`config.mk`:
```
export PLATFORM = sky130hd
export DESIGN_NAME = binary_to_radix_digits
export DESIGN_NICKNAME = d
export VERILOG_FILES = /design/src/rtl/core/b2r_pkg.sv /design/src/rtl/core/b2r_ram.sv /design/src/rtl/core/b2r_dp.sv /design/src/rtl/core/b2r_ctrl.sv /design/src/rtl/core/binary_to_radix_digits.sv
export SDC_FILE = /design/constraint.sdc
export NUM_CORES = 1
export LEC_CHECK = 0
export BUFFER_PORTS_ARGS = -buffer_cell sky130_fd_sc_hd__buf_2
export CORE_MARGIN = 2
export CORE_UTILIZATION = 23
export CTS_BUF_LIST = sky130_fd_sc_hd__clkbuf_4
export DETAILED_ROUTE_END_ITERATION = 10
export GPL_ROUTABILITY_DRIVEN = 0
export MAX_ROUTING_LAYER = met4
export SLEW_MARGIN = 15
export SYNTH_ARGS = -nofsm -noshare
export SYNTH_HDL_FRONTEND = slang
export SYNTH_HIERARCHICAL = 1
export SYNTH_SLANG_ARGS = --single-unit
```
`constraint.sdc`:
```
create_clock -name clk -period 7.5 [get_ports clk]
set_clock_uncertainty 0.2 [all_clocks]
set_input_delay 1.125 -clock clk [delete_from_list [all_inputs] [get_ports clk]]
set_output_delay 1.125 -clock clk [all_outputs]
set_load 0.02 [all_outputs]
```
`src/rtl/core/b2r_pkg.sv`:
```
package b2r_pkg;

  // Fixed field widths of the stream words.
  localparam int VALUE_W      = 31;
  localparam int RADIX_W      = 4;
  localparam int DIGIT_W      = 4;
  localparam int IN_TDATA_W   = 40;
  localparam int OUT_TDATA_W  = 8;

  // Default width of the value that is converted.
  localparam int VALUE_BITS_DEF = 31;

  // Legal radix range; requests outside it are clamped.
  localparam logic [RADIX_W-1:0] RADIX_MIN = 4'd2;
  localparam logic [RADIX_W-1:0] RADIX_MAX = 4'd9;

  // Controller states.
  typedef enum logic [1:0] {
    S_IDLE,
    S_DIV,
    S_RD,
    S_OUT
  } b2r_state_t;

  // Commands from the controller to the datapath.
  typedef struct packed {
    logic load;      // capture a new value and radix
    logic div_step;  // one restoring division step
    logic pop_init;  // point the pop index at the top of the stack
    logic pop_next;  // move the pop index down one entry
    logic rd_en;     // read the stack at the pop index
  } b2r_cmd_t;

  // Status from the datapath to the controller.
  typedef struct packed {
    logic step_last;    // this division step finishes a digit
    logic q_zero_next;  // the quotient after this step is zero
    logic idx_zero;     // the pop index points at the least significant digit
  } b2r_sts_t;

endpackage

```
`src/rtl/core/b2r_ram.sv`:
```
module b2r_ram #(
  parameter int WIDTH = 4,
  parameter int DEPTH = 31
) (
  input  logic                     clk,
  input  logic                     we,
  input  logic [$clog2(DEPTH)-1:0] waddr,
  input  logic [WIDTH-1:0]         wdata,
  input  logic                     re,
  input  logic [$clog2(DEPTH)-1:0] raddr,
  output logic [WIDTH-1:0]         rdata
);

  logic [WIDTH-1:0] mem_r [DEPTH];

  // One write port and one registered read port.
  always_ff @(posedge clk) begin
    if (we) begin
      mem_r[waddr] <= wdata;
    end
    if (re) begin
      rdata <= mem_r[raddr];
    end
  end

endmodule

```
`src/rtl/core/b2r_dp.sv`:
```
module b2r_dp
  import b2r_pkg::*;
#(
  parameter int VALUE_BITS = VALUE_BITS_DEF
) (
  input  logic               clk,
  input  logic               rst_n,
  input  b2r_cmd_t           cmd,
  output b2r_sts_t           sts,
  input  logic [VALUE_W-1:0] value,
  input  logic [RADIX_W-1:0] radix,
  output logic [DIGIT_W-1:0] digit
);

  localparam int AW = $clog2(VALUE_BITS);
  localparam int CW = $clog2(VALUE_BITS + 1);
  localparam int SW = $clog2(VALUE_BITS);

  logic [VALUE_BITS-1:0]         q_r;
  logic [VALUE_BITS-1:0]         q_nxt;
  logic [RADIX_W-1:0]            radix_r;
  logic [RADIX_W-1:0]            radix_clamped;
  logic [DIGIT_W-1:0]            rem_r;
  logic [DIGIT_W:0]              rem_shift;
  logic [DIGIT_W:0]              rem_sub;
  logic                          q_bit;
  logic [DIGIT_W-1:0]            rem_nxt;
  logic [SW-1:0]                 step_r;
  logic [CW-1:0]                 count_r;
  logic [AW-1:0]                 idx_r;
  logic [VALUE_BITS+VALUE_W-1:0] value_ext;

  // Only the low VALUE_BITS bits of the value take part.
  assign value_ext = {{VALUE_BITS{1'b0}}, value};

  // Clamp the requested radix into two through nine.
  always_comb begin
    priority if (radix < RADIX_MIN) begin
      radix_clamped = RADIX_MIN;
    end else if (radix > RADIX_MAX) begin
      radix_clamped = RADIX_MAX;
    end else begin
      radix_clamped = radix;
    end
  end

  // One restoring division step: shift the next dividend bit into the
  // remainder and subtract the radix when it fits.
  always_comb begin
    rem_shift = {rem_r, q_r[VALUE_BITS-1]};
    rem_sub   = rem_shift - {1'b0, radix_r};
    q_bit     = (rem_shift >= {1'b0, radix_r});
    rem_nxt   = q_bit ? rem_sub[DIGIT_W-1:0] : rem_shift[DIGIT_W-1:0];
    q_nxt     = {q_r[VALUE_BITS-2:0], q_bit};
  end

  assign sts.step_last   = (step_r == SW'(VALUE_BITS - 1));
  assign sts.q_zero_next = (q_nxt == '0);
  assign sts.idx_zero    = (idx_r == '0);

  // Quotient, remainder, step counter and digit count.
  always_ff @(posedge clk) begin
    if (!rst_n) begin
      q_r     <= '0;
      count_r <= '0;
      step_r  <= '0;
    end else if (cmd.load) begin
      q_r     <= value_ext[VALUE_BITS-1:0];
      count_r <= '0;
      step_r  <= '0;
    end else if (cmd.div_step) begin
      q_r <= q_nxt;
      if (sts.step_last) begin
        step_r  <= '0;
        count_r <= count_r + CW'(1);
      end else begin
        step_r <= step_r + SW'(1);
      end
    end
  end

  always_ff @(posedge clk) begin
    if (cmd.load) begin
      radix_r <= radix_clamped;
      rem_r   <= '0;
    end else if (cmd.div_step) begin
      rem_r <= sts.step_last ? '0 : rem_nxt;
    end
  end

  // Pop index walks from the newest digit down to the first one.
  always_ff @(posedge clk) begin
    if (cmd.pop_init) begin
      idx_r <= count_r[AW-1:0];
    end else if (cmd.pop_next) begin
      idx_r <= idx_r - AW'(1);
    end
  end

  // Digit stack: push on the last step of each division, pop at idx_r.
  b2r_ram #(
    .WIDTH (DIGIT_W),
    .DEPTH (VALUE_BITS)
  ) u_stack (
    .clk   (clk),
    .we    (cmd.div_step & sts.step_last),
    .waddr (count_r[AW-1:0]),
    .wdata (rem_nxt),
    .re    (cmd.rd_en),
    .raddr (idx_r),
    .rdata (digit)
  );

endmodule

```
`src/rtl/core/b2r_ctrl.sv`:
```
module b2r_ctrl
  import b2r_pkg::*;
(
  input  logic     clk,
  input  logic     rst_n,
  input  logic     in_tvalid,
  output logic     in_tready,
  output logic     out_tvalid,
  input  logic     out_tready,
  input  b2r_sts_t sts,
  output b2r_cmd_t cmd
);

  b2r_state_t state_r;
  b2r_state_t state_nxt;

  // State register.
  always_ff @(posedge clk) begin
    if (!rst_n) begin
      state_r <= S_IDLE;
    end else begin
      state_r <= state_nxt;
    end
  end

  // Next state and commands.
  always_comb begin
    state_nxt  = state_r;
    cmd        = '0;
    in_tready  = 1'b0;
    out_tvalid = 1'b0;
    unique case (state_r)
      S_IDLE: begin
        in_tready = 1'b1;
        if (in_tvalid) begin
          cmd.load  = 1'b1;
          state_nxt = S_DIV;
        end
      end
      S_DIV: begin
        cmd.div_step = 1'b1;
        if (sts.step_last && sts.q_zero_next) begin
          cmd.pop_init = 1'b1;
          state_nxt    = S_RD;
        end
      end
      S_RD: begin
        cmd.rd_en = 1'b1;
        state_nxt = S_OUT;
      end
      S_OUT: begin
        out_tvalid = 1'b1;
        if (out_tready) begin
          if (sts.idx_zero) begin
            state_nxt = S_IDLE;
          end else begin
            cmd.pop_next = 1'b1;
            state_nxt    = S_RD;
          end
        end
      end
      default: begin
        state_nxt = S_IDLE;
      end
    endcase
  end

endmodule

```
`src/rtl/core/binary_to_radix_digits.sv`:
```
// Converts an unsigned integer into digits of a radix from two to nine.
// Input channel (in_*): one word carries the value and the radix; a radix
// below two is treated as two and one above nine as nine. Only the low
// VALUE_BITS bits of the value are used.
// Output channel (out_*): one word per digit, most significant first, with
// out_tlast set on the least significant digit. A zero value gives the
// single digit 0.
// Conversion: after a word is accepted, the bit-serial divider makes one
// quotient bit per cycle and runs over all VALUE_BITS bits of the quotient
// for each digit. The digits then leave the stack RAM one at a time, since
// each pop waits on the registered RAM read.
// One word is converted at a time: in_tready is high only while the block
// is idle, and it rises again the cycle after the last digit is taken.
// A stalled receiver holds the current digit steady on out_tdata until
// out_tready is seen. Reset returns the controller to idle and drops any
// word in progress; the digit stack needs no clearing.
module binary_to_radix_digits
  import b2r_pkg::*;
#(
  parameter int VALUE_BITS = VALUE_BITS_DEF
) (
  input  logic                   clk,
  input  logic                   rst_n,
  input  logic                   in_tvalid,
  output logic                   in_tready,
  input  logic [IN_TDATA_W-1:0]  in_tdata,   // value [30:0], radix [34:31]
  output logic                   out_tvalid,
  input  logic                   out_tready,
  output logic [OUT_TDATA_W-1:0] out_tdata,  // digit [3:0]
  output logic                   out_tlast
);

  b2r_cmd_t           cmd;
  b2r_sts_t           sts;
  logic [DIGIT_W-1:0] digit;

  b2r_ctrl u_ctrl (
    .clk        (clk),
    .rst_n      (rst_n),
    .in_tvalid  (in_tvalid),
    .in_tready  (in_tready),
    .out_tvalid (out_tvalid),
    .out_tready (out_tready),
    .sts        (sts),
    .cmd        (cmd)
  );

  b2r_dp #(
    .VALUE_BITS (VALUE_BITS)
  ) u_dp (
    .clk   (clk),
    .rst_n (rst_n),
    .cmd   (cmd),
    .sts   (sts),
    .value (in_tdata[VALUE_W-1:0]),
    .radix (in_tdata[VALUE_W+RADIX_W-1:VALUE_W]),
    .digit (digit)
  );

  // The digit sits in the low bits; the upper bits pad to a whole byte.
  assign out_tdata = {{(OUT_TDATA_W-DIGIT_W){1'b0}}, digit};
  assign out_tlast = sts.idx_zero;

endmodule

```
### Word level (Yosys, flattened, before mapping)

Memories as Yosys holds them, arrays and structs flattened. A register that Yosys moved wholly into a read port is not among the register bits.
Cells that the tools add are included.
Widths: inputs -> output; s select.

* output and inout port bits: 11
* register bits: 56
* bits in writable memories: 124
* word-level logic and storage cells: 60
* memories: 1
* bits of input ports: 44

* bitwise gates (word level): 2
* reductions and logical operators: 10
* muxes and demuxes: 25
* equality and inequality tests: 7
* magnitude comparators: 3
* add/sub/neg operators: 4

Memories
* u_dp.u_stack.mem_r: words 31, bits a word 4, read ports 1, clocked after Yosys merged registers in 1, wr ports 1, RTL line b2r_ram.sv:14 `logic [WIDTH-1:0] mem_r [DEPTH];`

Operators with widths (count)
* $mux 31: 2
* $logic_not 31->1: 1
* $mux 5: 3
* $mux 4: 3
* $mux 1: 11
* $add 5x1->5 const B: 2
* $mux 2: 5
* $pmux 2 s4: 1
* $eq 5x5->1 const B: 1
* $ge 5x4->1: 1
* $logic_not 5->1: 1
* $sub 5x1->5 const B: 1
* $eq 2x2->1 const B: 2
* $gt 4x4->1 const B: 1
* $lt 4x2->1 const B: 1
* $ne 2x2->1 const B: 2
* $reduce_bool 2->1: 2
* $reduce_or 2->1: 2
* $sub 4x4->4: 1
* $reduce_and 3->1: 1
* $eq 2x1->1 const B: 1
* $logic_not 2->1: 1
* $ne 2x1->1 const B: 1
* $reduce_and 2->1: 1
* 3 further kinds: 3

### Depth between registers and ports, before layout

Gate-level depths: netlist of the first run.

* depth in word-level cells: 8
* gate-level depth with buffers: 10
* gate-level depth less buffers: 9

### By module

Netlist of the first run, hierarchy kept.

Modules (own cells, without submodules)
* b2r_ram: times used 1, sequential area each 3843.7 um^2, area an instance 5163.7 um^2, cells an instance 285
* b2r_dp: times used 1, sequential area each 1171.1 um^2, area an instance 2802.7 um^2, cells an instance 308
* b2r_ctrl: times used 1, sequential area each 40.0 um^2, area an instance 150.1 um^2, cells an instance 15
* binary_to_radix_digits: times used 1, sequential area each 0.0 um^2, area an instance 33.8 um^2, cells an instance 5

### Worst setup path after synthesis of the first run

Ideal clock, no wire load.

* path type: reg-to-reg
* start point: register u_dp.radix_r[1]
* end point: memory u_dp.u_stack.mem_r[0][0] (data pin)
* path slack: 4643 ps
* data arrival time: 2271 ps
* buffers on the path: 0
* library setup time: 387 ps
* clock period less this slack: 2857 ps
* required time: 6913 ps
* cell stages (with the launch flop): 7
* path through: edfxtp_1 > inv_1 > ha_1 > or4_4 > a21oi_4 > nor2_2 > mux2i_1

* word-level cells in the longest chain between the ends: 2

RTL lines
* from (decl): RTL line b2r_dp.sv:21 `logic [RADIX_W-1:0] radix_r;`
* from (signal assigned): RTL line b2r_dp.sv:84 `radix_r <= radix_clamped;`
* $ge 5x4->1: RTL line b2r_dp.sv:52 `q_bit = (rem_shift >= {1'b0, radix_r});`
* $mux 4: RTL line b2r_dp.sv:53 `rem_nxt = q_bit ? rem_sub[DIGIT_W-1:0] : rem_shift[DIGIT_W-1:0];`
* named net u_dp.rem_nxt[0]: RTL line b2r_dp.sv:27 `logic [DIGIT_W-1:0] rem_nxt;`
* to (decl): RTL line b2r_ram.sv:14

The timed path passes the listed nets, and every way through them passes these cells.

### Worst setup path after layout of the first run

* start point: register u_dp.idx_r[0]
* end point: output port out_tlast

* word-level cells in the longest chain between the ends: 1

RTL lines
* from (decl): RTL line b2r_dp.sv:30 `logic [AW-1:0] idx_r;`
* from (signal assigned): RTL line b2r_dp.sv:94 `idx_r <= count_r[AW-1:0];`
* from (signal assigned): RTL line b2r_dp.sv:96 `idx_r <= idx_r - AW'(1);`
* $logic_not 5->1: RTL line b2r_dp.sv:59 `assign sts.idx_zero = (idx_r == '0);`
* to (decl): RTL line binary_to_radix_digits.sv:30 `output logic out_tlast`

No other way between the ends.

==> metrics.txt, run 1 <==
status finished, final reports clean; critical path startpoint u_dp/idx_r[0]$_DFFE_PP_; Setup Buffers After CTS 0; Worst-Margin Slew 1050 ps; met2 routed WL 7810 um; minimum clock period 3780 ps; CTS Buf Count 17; hold_buf cts 0; I/O Buffers 45; clock sinks 184; fraction of final layout cells with drive strength greater than 1 0.192; Hold/Removal Path Class reg -> reg; Synth area leaders edfxtp_1 50%, dfxtp_1 12%, mux2i_1 7.2%; vias 4779; Iter 0 DRT Violations 365; uppermost layer routed met4; Initial Util 0.235; die footprint 37000 sq um; hold_sp u_dp/rem_r[2]$_SDFFE_PP0P_; critical path class reg -> out; crit path DAT 2450 ps; metal3 WL 861 um; Crit-path slowest cell nor4b_1; drc violations 0; max_cap viols 0; Overflow after GRT 0; initial antenna violation count 1; #FFs+latches synth 184; Critical Path RT 6170 ps; CTS clk-pin slew, worst paths 150 ps; Synth area leader edfxtp_1; post-synth top area share 0.505; met1 WL 7630 um; Post-synth ARST share 0; Slew HR 0.298; chip width 192 um; setup TNS 0 ps; Main synth FF type edfxtp_1; Core Rows 68; Max Root-Sink Buffers 2; Routed WL 16400 um; PnR Total Power 1.94 mW; EDFF count, synth 137; Pleak 3.11 nW; largest net degree at the start of global routing 70; CP endpoint kind primary output; Mapped Cells 613; Slew Viols, Final 0; global-route wire length before repair 25900 um; H-tree depth 4; post-synth cell types 58; CTS tree yes; mapped cell area 8150 sq um; Post-CTS Resized 0; final worst path period share 0.504; ratio of total power to cell area 212 nW/um^2; post-DR wirelength/cell 14.7 um; DR pass1 iterations 5; Final setup viols 0; fmax 0.265 GHz; Avg Vias per Cell 4.28; GR Util All Layers 0.0949; Area Overhead vs Synth 12.1%; CP cell instances buf_4, inv_1, ha_1, nor4b_1, buf_2; vias in the first global route 4661; VDD IR max 0.0000822 V; clock root buffer clkbuf_4; clk_lat worst skew 580 ps; post-synthesis sequential area ratio 0.620; ANT nets after route 0; final hold vios 0; syn_area_per_cell 13.3 sq um; RSZ-0062 raised after global routing no; Startpoint Class flop; Synth Warn # 6; Fillers 3629; worst stage delay on the critical path 520 ps; HPWL after DPL 10800 um; Max FO, Critical Path 40; Reg-to-Reg Start u_ctrl/state_r[0]$_SDFFE_PN0P_; NumNets Final 701; Die Y 192 um; IO Count 55; Core Box Area 34700 sq um
## power breakdown
part           internal, mW  leakage [nW]  total [mW]  switching, mW
Clock                 0.210         0.158       0.574          0.364
Sequential             1.16          1.64        1.18         0.0132
Combinational        0.0639          1.31       0.186          0.122
## synth_stat cells (2+ instances only)
master and n:
mux2i_1 59, a221oi_1 2, buf_2 11, or3b_2 3, or2_2 2, xor2_1 10
a21oi_1 4, nor4_1 7, o32a_1 2, a22oi_1 3, nand3_1 7, dfxtp_1 47
buf_4 6, edfxtp_1 137, nand3b_1 8, mux4_2 19, nand4_1 11, a22o_1 3
a21o_1 2, nor2b_1 6, nand2b_1 4, inv_1 11, o21ai_0 40, nor3_1 8
nand2_1 48, mux2_4 2, xnor2_1 2, and2_1 32, ha_1 9, nor2_1 48
clkbuf_1 21, o211ai_1 5, or3_1 2, mux2_2 8
## layout by cell type, fill, tap and decap left out, drive strengths merged, types with 4 or more instances in the layout
cell type	n
mux4	19
ha	9
nor4	7
conb	4
clkinv	4
xor2	10
nor2	49
nor3	8
dfxtp	47
mux2	10
a21oi	5
o21ai	40
nand3	7
o211ai	5
nand4	11
nand2b	4
nand3b	8
inv	17
clkbuf	17
nor2b	6
mux2i	59
nand2	48
and2	33
buf	51
edfxtp	137
## cells by family after synthesis
family	count (synthesis)	synth area share
DFF	184	0.620
xor gates and xnor gates	12	0.0129
muxes	88	0.140
adders and majority gates	10	0.0163
and+or+nand+nor	198	0.126
buffers and inverters	50	0.0275
other	1	0.000460
AOI/OAI and AO/OA	70	0.0567
## through the flow
stage          instance area (sq um)  setup WS, ps  hold slack, ps  cells  utilization
3_5_place_dp                    8820          4250             296   1083        0.254
6_report                        9140          3720             335   1116        0.263
2_1_floorplan                   8160          4640             262    616            -
4_1_cts                         9130          3590             331   1115        0.263
5_1_grt                         9140          3390             373   1116        0.263
3_3_place_gp                    8820          4260             301   1083        0.254
## flip-flops by register name, indices dropped and copies added (netlist names)
name / cells
u_dp/u_stack/mem_r: 124
u_dp/radix_r: 4
u_dp/count_r: 5
u_dp/step_r: 5
u_dp/idx_r: 5
u_dp/rem_r: 4
u_dp/u_stack/rdata: 4
u_ctrl/state_r: 2
u_dp/q_r: 31
## worst paths after layout
path / end / slack (ps) / cells past startpoint
worst max-delay path: out_tlast / 3720 / 5
worst min-delay path: u_dp/rem_r[2]$_SDFFE_PP0P_ / 330 / 1
worst max register to register: u_dp/u_stack/mem_r[2][3]$_DFFE_PP_ / 4270 / 5
worst min register to register: u_dp/rem_r[2]$_SDFFE_PP0P_ / 330 / 1
## critical path, delay by kind of cell (launching register included)
| kind | cells | cell delay, ps |
|---|---|---|
| adders and majority gates | 1 | 160 |
| buffers and inverters | 3 | 810 |
| DFF | 1 | 380 |
| and+or+nand+nor | 1 | 520 |
## metal layers
metal,vias to the layer above,GRT usage
li1,2332,-
met1,2328,0.126
met2,112,0.144
met3,7,0.0230
met4,0,0.0264
met5,-,-
## layout make-up
| cell class | count | area (sq um) | area share |
|---|---|---|---|
| Clock buffer | 17 | 128 | 0.0140 |
| Multi-Input combinational cell | 382 | 2890 | 0.316 |
| Antenna cell | 1 | 2.50 | 0.000274 |
| Tap cell | 455 | 569 | 0.0623 |
| Sequential cell | 184 | 5050 | 0.553 |
| Inverter | 11 | 41.3 | 0.00452 |
| Timing Repair Buffer | 51 | 270 | 0.0296 |
| Clock inverter | 15 | 181 | 0.0199 |
Note: power is estimated with default switching activity, not from simulation.
==> run 2, diff against run 1 <==
==> constraint.sdc (replaced) <==
create_clock -name clk -period 3.05 [get_ports clk]
set_clock_uncertainty 0.2 [all_clocks]
set_input_delay 0.4575 -clock clk [delete_from_list [all_inputs] [get_ports clk]]
set_output_delay 0.4575 -clock clk [all_outputs]
set_load 0.02 [all_outputs]
==> run 2 against run 1 <==
  * Worst setup slack worse by 3600 ps
  * Critical path depth up 4
  * First-iteration DRC count down 34%
==> metrics.txt, run 2 (synthesis gave the netlist of run 1 again) <==
largest net degree at the start of global routing 42 (was 70); ANT nets after route 0 (unchanged); vias in the first global route 4946 (was 4661); Slew HR 0.539 (was 0.298); chip width 192 um (unchanged); clock sinks 184 (unchanged); initial antenna violation count 2 (was 1); Hold/Removal Path Class in -> reg (was reg -> reg); I/O Buffers 45 (unchanged); IO Count 55 (unchanged); pre-CTS WS 171 ps (was 4250 ps); most frequent cells in the layout 137 x edfxtp_1, 58 x mux2i_1, 48 x nor2_1, 48 x nand2_1, 47 x dfxtp_1 (unchanged); Placed Cells 1092 (was 1083); vias 5039 (was 4779); Max Root-Sink Buffers 2 (unchanged); VDD IR max 0.000209 V (was 0.0000822 V); Max FO, Critical Path 4 (was 40); Biggest register u_dp/u_stack/mem_r (unchanged); NumNets Final 747 (was 701); Fillers 3577 (was 3629); status finished, final reports clean (unchanged); R2R cell count 9 (was 5); Largest regs u_dp/u_stack/mem_r: 124 flops, u_dp/q_r: 31 flops (unchanged); global route hottest layer met2 (unchanged); die footprint 37000 sq um (unchanged); clk_lat worst skew 560 ps (was 580 ps); CTS tree yes (unchanged); Final setup viols 0 (unchanged); Worst-Margin Slew 691 ps (was 1050 ps); ratio of total power to cell area 501 nW/um^2 (was 212 nW/um^2); number of flip-flops under the largest register name 124 (unchanged); Pleak 3.32 nW (was 3.11 nW); min setup slack post-route 125 ps (was 3720 ps); CTS Buf Count 17 (unchanged); CP endpoint kind flop (was primary output); most common cell after layout, fill and taps aside edfxtp_1 (unchanged); HPWL after DPL 11400 um (was 10800 um); max_cap viols 0 (unchanged); critical path startpoint u_dp/radix_r[1]$_SDFFCE_PP1P_ (was u_dp/idx_r[0]$_DFFE_PP_); global-route track usage on met2 0.154 (was 0.144); Critical Path RT 3310 ps (was 6170 ps); fraction of final layout cells with drive strength greater than 1 0.192 (about the same); met1 GRT Util 0.125 (was 0.126); fmax 0.342 GHz; Reg-to-Reg Start u_dp/radix_r[1]$_SDFFCE_PP1P_ (was u_ctrl/state_r[0]$_SDFFE_PN0P_); setup TNS 0 ps (unchanged); Slew Viols, Final 0 (unchanged); minimum clock period 2920 ps; Core Box Area 34700 sq um (unchanged); post-DR wirelength/cell 14.6 um (was 14.7 um); Iter 0 DRT Violations 241 (was 365); Area Overhead vs Synth 17.8% (was 12.1%); Setup crit end u_ctrl/state_r[0]$_SDFFE_PN0P_ (was out_tlast); Startpoint Class flop (unchanged); clock root buffer clkbuf_4 (unchanged); Routed WL 17000 um (was 16400 um); Core Rows 68 (unchanged); crit path DAT 3180 ps (was 2450 ps); H-tree depth 4 (unchanged); CTS clk-pin slew, worst paths 160 ps (was 150 ps); global-route wire length before repair 26900 um (was 25900 um); Worst R2R Setup Slack 130 ps (was 4270 ps); drc violations 0 (unchanged); final hold vios 0 (unchanged); final worst path period share 0.959; Avg Vias per Cell 4.34 (was 4.28); DR pass1 iterations 5 (unchanged); FF-to-FF End u_ctrl/state_r[0]$_SDFFE_PN0P_ (was u_dp/u_stack/mem_r[2][3]$_DFFE_PP_); Layout Utilization 0.276 (was 0.263); Fin Hold WS 63.0 ps (was 335 ps); M3 GR Usage 0.0263 (was 0.0230); critical path class reg -> reg (was reg -> out); Overflow after GRT 0 (unchanged); Die Y 192 um (unchanged); GR Util All Layers 0.0972 (was 0.0949); final cell count without fillers 1161 (was 1116); Initial Util 0.235 (unchanged); RSZ-0062 raised after global routing no (unchanged)
run 2: how the worst min path moves through the flow:
| stage | depth (start not counted) | endpoint | slack (ps) | startpoint |
|---|---|---|---|---|
| after floorplan | 1 | u_dp/rem_r[2]$_SDFFE_PP0P_ | 260 | u_dp/rem_r[2]$_SDFFE_PP0P_ |
| after global placement | 1 | u_dp/rem_r[1]$_SDFFE_PP0P_ | 310 | u_dp/rem_r[1]$_SDFFE_PP0P_ |
| after detailed placement | 1 | u_dp/rem_r[2]$_SDFFE_PP0P_ | 310 | u_dp/rem_r[2]$_SDFFE_PP0P_ |
| after CTS | 3 | u_dp/radix_r[1]$_SDFFCE_PP1P_ | 30 | in_tdata[32] |
| after global routing | 3 | u_dp/radix_r[1]$_SDFFCE_PP1P_ | 20 | in_tdata[32] |
| final | 3 | u_dp/radix_r[0]$_SDFFCE_PP0P_ | 60 | in_tdata[31] |
run 2: stage by stage:
stage	cell area, sq um	total power, mW
final	9600	4.81
after detailed placement	8900	3.42
after CTS	9570	4.86
after global placement	8900	3.41
after floorplan	8160	3.25
after global routing	9600	5.01
run 2: power by group:
| group | internal, mW | switching (mW) | total, mW |
|---|---|---|---|
| sequential | 2.86 | 0.0326 | 2.89 |
| clock | 0.574 | 0.846 | 1.42 |
| combinational | 0.191 | 0.309 | 0.499 |
run 2: layer usage:
layer | part of all wire | wire length [um]
met5 | 0 | 0
met4 | 0.0054 | 91
met3 | 0.052 | 880
met2 | 0.47 | 7950
met1 | 0.47 | 8040
run 2: cell type report:
type	count	area [sq um]	share of cell area
multi-input combinational	382	2900	0.302
antenna	2	5.00	0.000521
sequential	184	5050	0.527
timing repair buffer	97	731	0.0761
clock buffer	17	128	0.0133
clock inverter	13	174	0.0181
tap	455	569	0.0593
inverter	11	41.3	0.00430
run 2: what timing repair did:
action                     in CTS  in global routing
hold buffers                   36                  0
hold endpoints to repair       35                  0
buffers inserted                0                  1
setup endpoints to repair       1                  1
gates resized for setup         1                  0
cloned                          0                  0
pin swaps                       0                  1
run 2: worst max-delay path: stages (launching register included):
cell and delay [ps]:
edfxtp_1 350, inv_1 70, ha_1 240, or4_4 540
a21oi_4 150, nor2_2 100, nor3_1 260, and4b_4 320
a2111oi_4 40, dlygate4sd3_1 570
